**config.mk**
```make
export PLATFORM = sky130hd
export DESIGN_NAME = qualified_pulse_period_timer
export DESIGN_NICKNAME = d
export VERILOG_FILES = /design/src/rtl/qppt_pkg.sv /design/src/rtl/qppt_step.sv /design/src/rtl/qualified_pulse_period_timer.sv
export SDC_FILE = /design/constraint.sdc
export NUM_CORES = 2
export LEC_CHECK = 0
export BUFFER_PORTS_ARGS = -buffer_cell sky130_fd_sc_hd__buf_2
export CORE_UTILIZATION = 65
export CTS_CLUSTER_SIZE = 30
export DETAILED_ROUTE_END_ITERATION = 6
export HOLD_SLACK_MARGIN = 0.12
export PLACE_DENSITY_LB_ADDON = 0.25
export SLEW_MARGIN = 20
export SYNTH_ARGS = -nofsm -noshare
export SYNTH_HDL_FRONTEND = slang
export SYNTH_SLANG_ARGS = --single-unit
```
**constraint.sdc**
```tcl
create_clock -name clock -period 11.72 [get_ports clock]
set_clock_uncertainty 0.1 [all_clocks]
set_input_delay 0.586 -clock clock [delete_from_list [all_inputs] [get_ports clock]]
set_output_delay 0.586 -clock clock [all_outputs]
set_load 0.03 [all_outputs]
```
**src/rtl/qppt_pkg.sv**
```systemverilog
// shared types and constants of the qualified pulse period timer
// used by qppt_step and qualified_pulse_period_timer; no dependencies
`default_nettype none

package qppt_pkg;

   // channel field width fixes the channel count
   localparam int CH_W       = 4;
   localparam int CHANNELS   = 2 ** CH_W;
   // qualifier bytes present on every transaction, and how many are tracked
   localparam int QUAL_INPUTS = 3;
   localparam int QUALIFIERS  = 3;
   localparam int TICK_W      = 32;
   localparam int LEVEL_W     = 8;
   localparam int COUNT_W     = 3;
   localparam int QUAL_W      = 8;

   typedef struct packed {
      logic [CH_W-1:0]                     channel;
      logic [TICK_W-1:0]                   tick;
      logic [LEVEL_W-1:0]                  pulse_level;
      logic [COUNT_W-1:0]                  qualifier_count;
      logic [QUAL_INPUTS-1:0][QUAL_W-1:0]  qualifier;
   } item_type;

   typedef struct packed {
      logic [TICK_W-1:0]                   start_tick;
      logic [TICK_W-1:0]                   held_period;
      logic                                armed;
      logic                                low_seen;
      logic [QUALIFIERS-1:0][QUAL_W-1:0]   q_last;
      logic [QUALIFIERS-1:0]               q_changed;
   } chan_state_type;

   typedef struct packed {
      logic [TICK_W-1:0]                   period;
      logic                                fresh;
   } result_type;

endpackage

`default_nettype wire

```
**src/rtl/qppt_step.sv**
```systemverilog
// per-transaction update of one channel's timer state
// depends on qppt_pkg
`default_nettype none

module qppt_step (
   input  qppt_pkg::item_type       item,
   input  qppt_pkg::chan_state_type cur,
   output qppt_pkg::chan_state_type nxt,
   output qppt_pkg::result_type     res
);

   logic [qppt_pkg::COUNT_W-1:0]    count_m1;
   logic [qppt_pkg::COUNT_W-1:0]    active;
   logic [qppt_pkg::QUALIFIERS-1:0] q_en;
   logic [qppt_pkg::QUALIFIERS-1:0] q_chg;
   logic [qppt_pkg::QUALIFIERS-1:0] q_ok;
   logic                            count_ok;
   logic                            all_ok;
   logic                            high;

   // active qualifiers: count minus one, saturated
   always_comb begin
      count_m1 = item.qualifier_count - qppt_pkg::COUNT_W'(1);
      if (item.qualifier_count == '0) begin
         active = '0;
      end else if (count_m1 > qppt_pkg::COUNT_W'(qppt_pkg::QUALIFIERS)) begin
         active = qppt_pkg::COUNT_W'(qppt_pkg::QUALIFIERS);
      end else begin
         active = count_m1;
      end
      count_ok = (item.qualifier_count != '0) &&
                 (item.qualifier_count <= qppt_pkg::COUNT_W'(qppt_pkg::QUALIFIERS + 1));
   end

   always_comb begin
      for (int i = 0; i < qppt_pkg::QUALIFIERS; i++) begin
         q_en[i]  = (qppt_pkg::COUNT_W'(i) < active);
         q_chg[i] = cur.q_changed[i] |
                    (q_en[i] && (item.qualifier[i] != '0) &&
                     (item.qualifier[i] != cur.q_last[i]));
         q_ok[i]  = !q_en[i] || q_chg[i];
      end
      all_ok = count_ok && (&q_ok);
      high   = |item.pulse_level;
   end

   always_comb begin
      nxt       = cur;
      res.fresh = 1'b0;
      for (int i = 0; i < qppt_pkg::QUALIFIERS; i++) begin
         if (q_en[i]) begin
            nxt.q_last[i] = item.qualifier[i];
         end
      end
      nxt.q_changed = q_chg;
      if (high) begin
         if (!cur.armed && cur.low_seen) begin
            // arming edge: latch start, flags kept
            nxt.start_tick = item.tick;
            nxt.armed      = 1'b1;
            nxt.low_seen   = 1'b0;
         end else if (cur.low_seen) begin
            if (all_ok) begin
               nxt.held_period = item.tick - cur.start_tick;
               nxt.start_tick  = item.tick;
               res.fresh       = 1'b1;
            end
            nxt.q_changed = q_chg & ~q_en;
            nxt.low_seen  = 1'b0;
         end
      end else begin
         nxt.low_seen = 1'b1;
      end
      res.period = nxt.held_period;
   end

endmodule

`default_nettype wire

```
**src/rtl/qualified_pulse_period_timer.sv**
```systemverilog
// top level of the qualified pulse period timer: input register, channel
// state flops and result register; depends on qppt_pkg and qppt_step
`default_nettype none

// channel   direction  handshake             payload
// req_      in         req_valid/req_stall   channel, tick, pulse_level,
//                                            qualifier_count, qualifier_a..c
// rsp_      out        rsp_valid/rsp_stall   period, new_period
//
// one transaction per cycle sustained while rsp_stall stays low; a transaction
// is captured in the input register when accepted, and its result is then
// written to the result register, from which it can be taken
// the channel state read-modify-write sits in one stage, so back-to-back
// transactions on the same channel see each other's updates without bypass
// synchronous reset clears all channel state at once; no clearing pass
// a stalled result holds the result register; the input register keeps
// accepting until it too is full, then req_stall rises

module qualified_pulse_period_timer (
   input  wire logic                           clock,
   input  wire logic                           reset,
   input  wire logic                           req_valid,
   output      logic                           req_stall,
   input  wire logic [qppt_pkg::CH_W-1:0]      req_channel,
   input  wire logic [qppt_pkg::TICK_W-1:0]    req_tick,
   input  wire logic [qppt_pkg::LEVEL_W-1:0]   req_pulse_level,
   input  wire logic [qppt_pkg::COUNT_W-1:0]   req_qualifier_count,
   input  wire logic [qppt_pkg::QUAL_W-1:0]    req_qualifier_a,
   input  wire logic [qppt_pkg::QUAL_W-1:0]    req_qualifier_b,
   input  wire logic [qppt_pkg::QUAL_W-1:0]    req_qualifier_c,
   output      logic                           rsp_valid,
   input  wire logic                           rsp_stall,
   output      logic [qppt_pkg::TICK_W-1:0]    rsp_period,
   output      logic                           rsp_new_period
);

   // input register
   logic                     s1_valid_ff, s1_valid_in;
   qppt_pkg::item_type       s1_item_ff;
   qppt_pkg::item_type       req_item;

   // result register
   logic                     rsp_valid_ff, rsp_valid_in;
   logic [qppt_pkg::TICK_W-1:0] rsp_period_ff;
   logic                     rsp_new_period_ff;

   // per-channel state, every channel code addresses a channel
   qppt_pkg::chan_state_type chan_ff [qppt_pkg::CHANNELS];
   qppt_pkg::chan_state_type chan_rd;
   qppt_pkg::chan_state_type chan_in;
   qppt_pkg::result_type     step_res;
   logic [qppt_pkg::CHANNELS-1:0] armed_vec;

   logic                     accept;
   logic                     s2_free;
   logic                     move;

   // pack the incoming fields
   always_comb begin
      req_item.channel         = req_channel;
      req_item.tick            = req_tick;
      req_item.pulse_level     = req_pulse_level;
      req_item.qualifier_count = req_qualifier_count;
      req_item.qualifier[0]    = req_qualifier_a;
      req_item.qualifier[1]    = req_qualifier_b;
      req_item.qualifier[2]    = req_qualifier_c;
   end

   // flow control: result slot frees when empty or being taken
   assign s2_free   = !rsp_valid_ff || !rsp_stall;
   assign move      = s1_valid_ff && s2_free;
   assign req_stall = s1_valid_ff && !s2_free;
   assign accept    = req_valid && !req_stall;

   assign s1_valid_in  = accept || (s1_valid_ff && !move);
   assign rsp_valid_in = move || (rsp_valid_ff && rsp_stall);

   always_ff @(posedge clock) begin
      if (reset) begin
         s1_valid_ff  <= 1'b0;
         rsp_valid_ff <= 1'b0;
      end else begin
         s1_valid_ff  <= s1_valid_in;
         rsp_valid_ff <= rsp_valid_in;
      end
   end

   // payload registers, no reset
   always_ff @(posedge clock) begin
      if (accept) begin
         s1_item_ff <= req_item;
      end
      if (move) begin
         rsp_period_ff     <= step_res.period;
         rsp_new_period_ff <= step_res.fresh;
      end
   end

   // state of the channel in the input register
   assign chan_rd = chan_ff[s1_item_ff.channel];

   qppt_step u_step (
      .item (s1_item_ff),
      .cur  (chan_rd),
      .nxt  (chan_in),
      .res  (step_res)
   );

   // write back the updated channel state as the transaction moves on
   always_ff @(posedge clock) begin
      if (reset) begin
         for (int i = 0; i < qppt_pkg::CHANNELS; i++) begin
            chan_ff[i] <= '0;
         end
      end else if (move) begin
         chan_ff[s1_item_ff.channel] <= chan_in;
      end
   end

   always_comb begin
      for (int i = 0; i < qppt_pkg::CHANNELS; i++) begin
         armed_vec[i] = chan_ff[i].armed;
      end
   end

   assign rsp_valid      = rsp_valid_ff;
   assign rsp_period     = rsp_period_ff;
   assign rsp_new_period = rsp_new_period_ff;

   // a fresh period only comes from an armed channel
   a_fresh_needs_armed: assert property (@(posedge clock) disable iff (reset)
      move && step_res.fresh |-> chan_rd.armed)
      else $error("fresh period on an unarmed channel");

   // once armed, a channel stays armed
   a_armed_sticky: assert property (@(posedge clock) disable iff (reset)
      1'b1 |=> ((armed_vec & $past(armed_vec)) == $past(armed_vec)))
      else $error("armed flag dropped");

   // the result register's period matches the stored held period
   a_held_matches: assert property (@(posedge clock) disable iff (reset)
      move |=> chan_ff[$past(s1_item_ff.channel)].held_period == rsp_period_ff)
      else $error("result period differs from held period");

   // a blocked input register keeps its transaction
   a_s1_holds: assert property (@(posedge clock) disable iff (reset)
      s1_valid_ff && !s2_free |=> s1_valid_ff && $stable(s1_item_ff))
      else $error("input register lost a blocked transaction");

endmodule

`default_nettype wire

```
=== Word level (Yosys, flattened, before mapping) ===
Memories as Yosys holds them, arrays and structs flattened. A register that Yosys moved wholly into a read port is not among the register bits.
Index checks and enable logic that the tools add are counted.
W data, S select, Z words.

* Bits in registers: 106
* RAM bits: 1488
* Input bits: 75
* Output and inout bits: 35
* Memories kept: 1

* Add/subtract/negate cells: 2
* Order comparisons: 5
* Eq/ne operators: 3
* Multiplexer cells: 25
* Bitwise logic cells: 7
* Reduce and logical (&&, ||, !) cells: 38

{| class="wikitable"
|+ Memories
! memory !! words !! width !! rd ports !! clocked after Yosys merged registers in !! wr ports !! RTL line !! RTL
|-
| chan_ff || 16 || 93 || 1 || 1 || 16 || qualified_pulse_period_timer.sv:48 || <nowiki>qppt_pkg::chan_state_type chan_ff [qppt_pkg::CHANNELS];</nowiki>
|}

{| class="wikitable"
|+ Operators by type and width
! cell !! count
|-
| $mux W64 || 2
|-
| $mux W93 || 1
|-
| $reduce_or A93 Y1 || 1
|-
| $mux W65 || 1
|-
| $mux W32 || 2
|-
| $sub A32 B32 Y32 || 1
|-
| $mux W8 || 3
|-
| $ne A8 B8 Y1 || 3
|-
| $reduce_bool A8 Y1 || 3
|-
| $mux W3 || 5
|-
| $logic_and A1 B1 Y1 || 14
|-
| $logic_not A1 Y1 || 9
|-
| $mux W1 || 9
|-
| $mux W4 || 2
|-
| $reduce_or A8 Y1 || 1
|-
| $logic_or A1 B1 Y1 || 6
|-
| $lt A1 B3 Y1 const A || 2
|-
| $and A3 B3 Y3 || 1
|-
| $gt A3 B2 Y1 const B || 1
|-
| $le A3 B3 Y1 const B || 1
|-
| $logic_not A3 Y1 || 1
|-
| $lt A2 B3 Y1 const A || 1
|-
| $not A3 Y3 || 1
|-
| $or A1 B1 Y1 || 3
|-
| 5 further kinds || 6
|}

=== Longest topological paths before layout ===
* Depth in word-level cells: 16
* Depth in mapped cells: 25
* Depth with buffers taken out: 14

=== By module ===
A second synthesis with hierarchy kept.

* Cell total of the unflattened synthesis: 5020
* Area, all modules: 70986.8 um^2

{| class="wikitable"
|+ By module, submodules not included
! module !! instances !! cells an instance !! area an instance (um^2) !! sequential area each (um^2)
|-
| qualified_pulse_period_timer || 1 || 4490 || 67294.5 || 47926.0
|-
| qppt_step || 1 || 530 || 3692.3 || 0.0
|}

=== Least setup slack after synthesis ===
OpenSTA, ideal clock, no wires.

* Kind: reg-to-reg
* Start: register (tool-made name)
* End: memory chan_ff[1][59] in the netlist's numbering (data pin)
* Setup time: 0.265 ns
* Data arrival time: 5.766 ns
* Data required time: 11.355 ns
* Slack: 5.589 ns
* Stages on the path, launching flop included: 22
* Buffers on the path: 7
* Cell sequence: dfxtp_1 > buf_2 > buf_2 > buf_4 > buf_2 > buf_2 > buf_1 > mux4_2 > mux4_2 > ha_1 > fa_1 > nor2b_1 > o2111ai_1 > a21boi_0 > o31a_1 > a31o_2 > a21oi_1 > o21ai_0 > mux2_2 > o31ai_4 > buf_2 > nor2_1

{| class="wikitable"
|+ RTL lines
! item !! RTL line
|-
| end: declaration || qualified_pulse_period_timer.sv:48
|}

==> impl_metrics.ini <==
[pwr]
p_leak_nw = 27.9
p_total_mw = 13.6
ir_drop_uv = 149
p_per_area_nw_per_um2 = 171

[synthesis]
async_flop_share = 0
ys_warn_count = 0
synth-edff-count = 1592
avgSynthCellArea_sq_um = 15.1
yosys_register_bits = 1598
syn-num-nets = 4879
synth_cell_types = 74
synth_cells = 4769
synth-seq-area-share = 0.664
syn_area_sq_um = 72200
synth_ff_type = edfxtp_1

[clock_tree]
cts_hold_buf = 73
post_cts_buffers = 0
cts.sinks = 1598
h-tree-depth = 4
cts_tree = built
cts_made_buffers = 161
clk_latency_ns = 0.79
cts.repair.resized = 0
clockBufferDepth = 3
root_buffer = clkbuf_16
path_clk_slew_ns = 0.06

[route]
postRouteAntennaNets = 0
dr.pass1.iters = 6
route.detailed.drc = 0
drt_wl_total_um = 202000
route.detailed.wl_per_inst_um = 31.5
via_count = 43852
vias_per_cell = 6.84
drt-initial-drc-count = 6524

[sta]
fmax_mhz = 141
finalCriticalPeriod_ns = 7.07
drv_slew = 0
hold_viol = 0
relSlewSlack = 0.177
grt_setup_unrepaired = false
worst_pin_slew_ns = 1.23
fin_crit_sh = 0.603
fin_setup_tns_ns = 0
setup-violations-final = 0

[global_routing]
grt_pass1_vias = 43702
grt_max_degree = 104
grt_overflow = 0
gr-usage-all-layers = 0.365
grt_pass1_wl_um = 291000
antenna_found_initial = 3

[worst_setup_path]
cp-end-kind = register
crit_type = register to register
worstSetupStartpointType = register
cp_max_fo = 71
crit_family = buffers and inverters
required_ns = 12.10
cp_cell_sequence = buf_12 > buf_4 > mux4_2 > mux4_2 > nor2_1 > and3_1 > a2111oi_4 > a21oi_4 > buf_4 > mux2i_2 > nor2_1
max_stage_delay_ns = 0.95
rrSetupSlack_ns = 4.65
slowest_stage = mux2i_2
path_buf_inv = 3
crit_arrival_ns = 7.46

[floorplan]
dieArea_sq_um = 112000
fp.dieW_um = 335
rows = 121
core_area_sq_um = 109000
initial_core_util = 0.660
die_h_um = 335
ios = 110

[placed_design]
numPortBuffers = 109
finalWeightedCongestion = 0.884
dpl.hpwl_um = 103000

[worst_hold_path]
hold_class = input pin to register

[cells_and_area]
layout.nets = 4921
n_antenna_cell = 0
fillers = 6688
drive_gt1_frac = 0.259
ff_latch_area_sq_um = 47900
multiInputGateArea_sq_um = 22200
area_delta_synth_final_pct = 9.94

[run]
maxCapViolCount = 0

[status]
outcome = complete, no violations
==> final timing paths <==
check / from / endpoint / cells past startpoint
setup / recovery: register / chan_ff[13][80]$_SDFFCE_PN0P_ / 11
hold / removal: reset / rsp_valid$_SDFF_PP0_ / 2
setup reg to reg: register / chan_ff[13][80]$_SDFFCE_PN0P_ / 11
hold reg to reg: s1_valid_ff$_SDFF_PP0_ / rsp_valid$_SDFF_PP0_ / 2
==> power breakdown <==
part	internal (mW)	total [mW]	leakage (nW)	switching (mW)
Clock	2.75	4.92	2.41	2.17
Sequential	6.52	6.63	16.4	0.110
Combinational	0.666	2.01	9.08	1.34
==> flip-flops by register name, indices dropped and copies added (netlist names), named ones only <==
| signal | cells |
|---|---|
| chan_ff | 1488 |
| s1_item_ff | 71 |
| rsp_period | 32 |
| rsp_new_period | 1 |
| rsp_valid | 1 |
| s1_valid_ff | 1 |
==> placed cells by master (no fill, tap or decap), types with 44 or more instances in the layout <==
cell type and count:
nor2_1 1217, clkbuf_16 166, a21oi_1 50, buf_4 97, inv_1 83, mux4_2 398, nand2_1 70, nor2_2 301
mux2i_1 84, dlygate4sd3_1 73, buf_2 109, mux2i_4 50, edfxtp_1 1592, xor2_1 44
==> area by class of cell <==
class,instances,share of cell area
tap,1476,0.0233
clock buffer,209,0.0543
timing repair buffer,283,0.0263
sequential,1598,0.604
clock inverter,80,0.00797
multi-input combinational,2680,0.280
inverter,87,0.00421
==> cells by family after synthesis <==
kind of cell    synth area share
simple gates               0.107
flops                      0.664
mux                        0.157
buf+inv                   0.0331
compound gates            0.0234
xor+xnor                 0.00958
fa+ha+maj                0.00617
==> synth_stat cells (8+ instances only) <==
library cell / count / area share
a211oi_1: 31 / 0.0032
a21o_1: 16 / 0.0017
mux4_2: 398 / 0.12
buf_2: 58 / 0.0040
mux2_2: 27 / 0.0042
nor2b_1: 26 / 0.0023
nand3b_1: 9 / 0.00094
nor4_1: 12 / 0.0010
a22oi_1: 22 / 0.0023
nor2_2: 301 / 0.026
ha_1: 34 / 0.0059
a31oi_1: 12 / 0.0010
mux2i_2: 9 / 0.0017
o211ai_1: 13 / 0.0014
xor2_1: 44 / 0.0053
buf_4: 22 / 0.0023
edfxtp_1: 1592 / 0.66
a21oi_1: 60 / 0.0042
xnor2_1: 35 / 0.0042
inv_1: 85 / 0.0044
o22ai_1: 10 / 0.00087
nand3_1: 26 / 0.0018
nand2b_1: 29 / 0.0025
nand2_1: 82 / 0.0043
mux2i_4: 49 / 0.015
nor3_1: 14 / 0.00097
buf_1: 26 / 0.0014
clkbuf_1: 252 / 0.013
and2_1: 8 / 0.00069
o21ai_0: 28 / 0.0019
mux2i_1: 86 / 0.012
and3_1: 9 / 0.00078
buf_6: 38 / 0.0059
nor2_1: 1217 / 0.063
==> per-layer routing <==
metal	vias to the layer above	wire [um]	share of wire	global-route usage
met3	741	27000	0.13	0.0783
met1	21859	66800	0.33	0.478
met4	4	11300	0.056	0.177
li1	17655	-	-	-
met5	-	27	0.00013	0
met2	3593	96800	0.48	0.588
==> through the flow <==
stage	std cells	utilization	hold slack [ns]	area (sq um)	setup slack, ns
finish	6413	0.725	0.192	79400	4.65
global route	6413	0.725	0.192	79400	4.24
CTS	6413	0.725	0.144	79400	4.43
detailed placement	6051	0.673	0.391	73700	4.46
global placement	6051	0.673	0.379	73700	4.61
floorplan	4769	-	0.358	72200	5.59
==> worst reg2reg max path, stage by stage (launching register included) <==
cell	delay, ns
dfxtp_4	0.79
buf_12	0.55
buf_4	0.90
mux4_2	0.64
mux4_2	0.58
nor2_1	0.26
and3_1	0.25
a2111oi_4	0.11
a21oi_4	0.65
buf_4	0.85
mux2i_2	1.01
nor2_1	0.10
(Power assumes the default switching activity.)
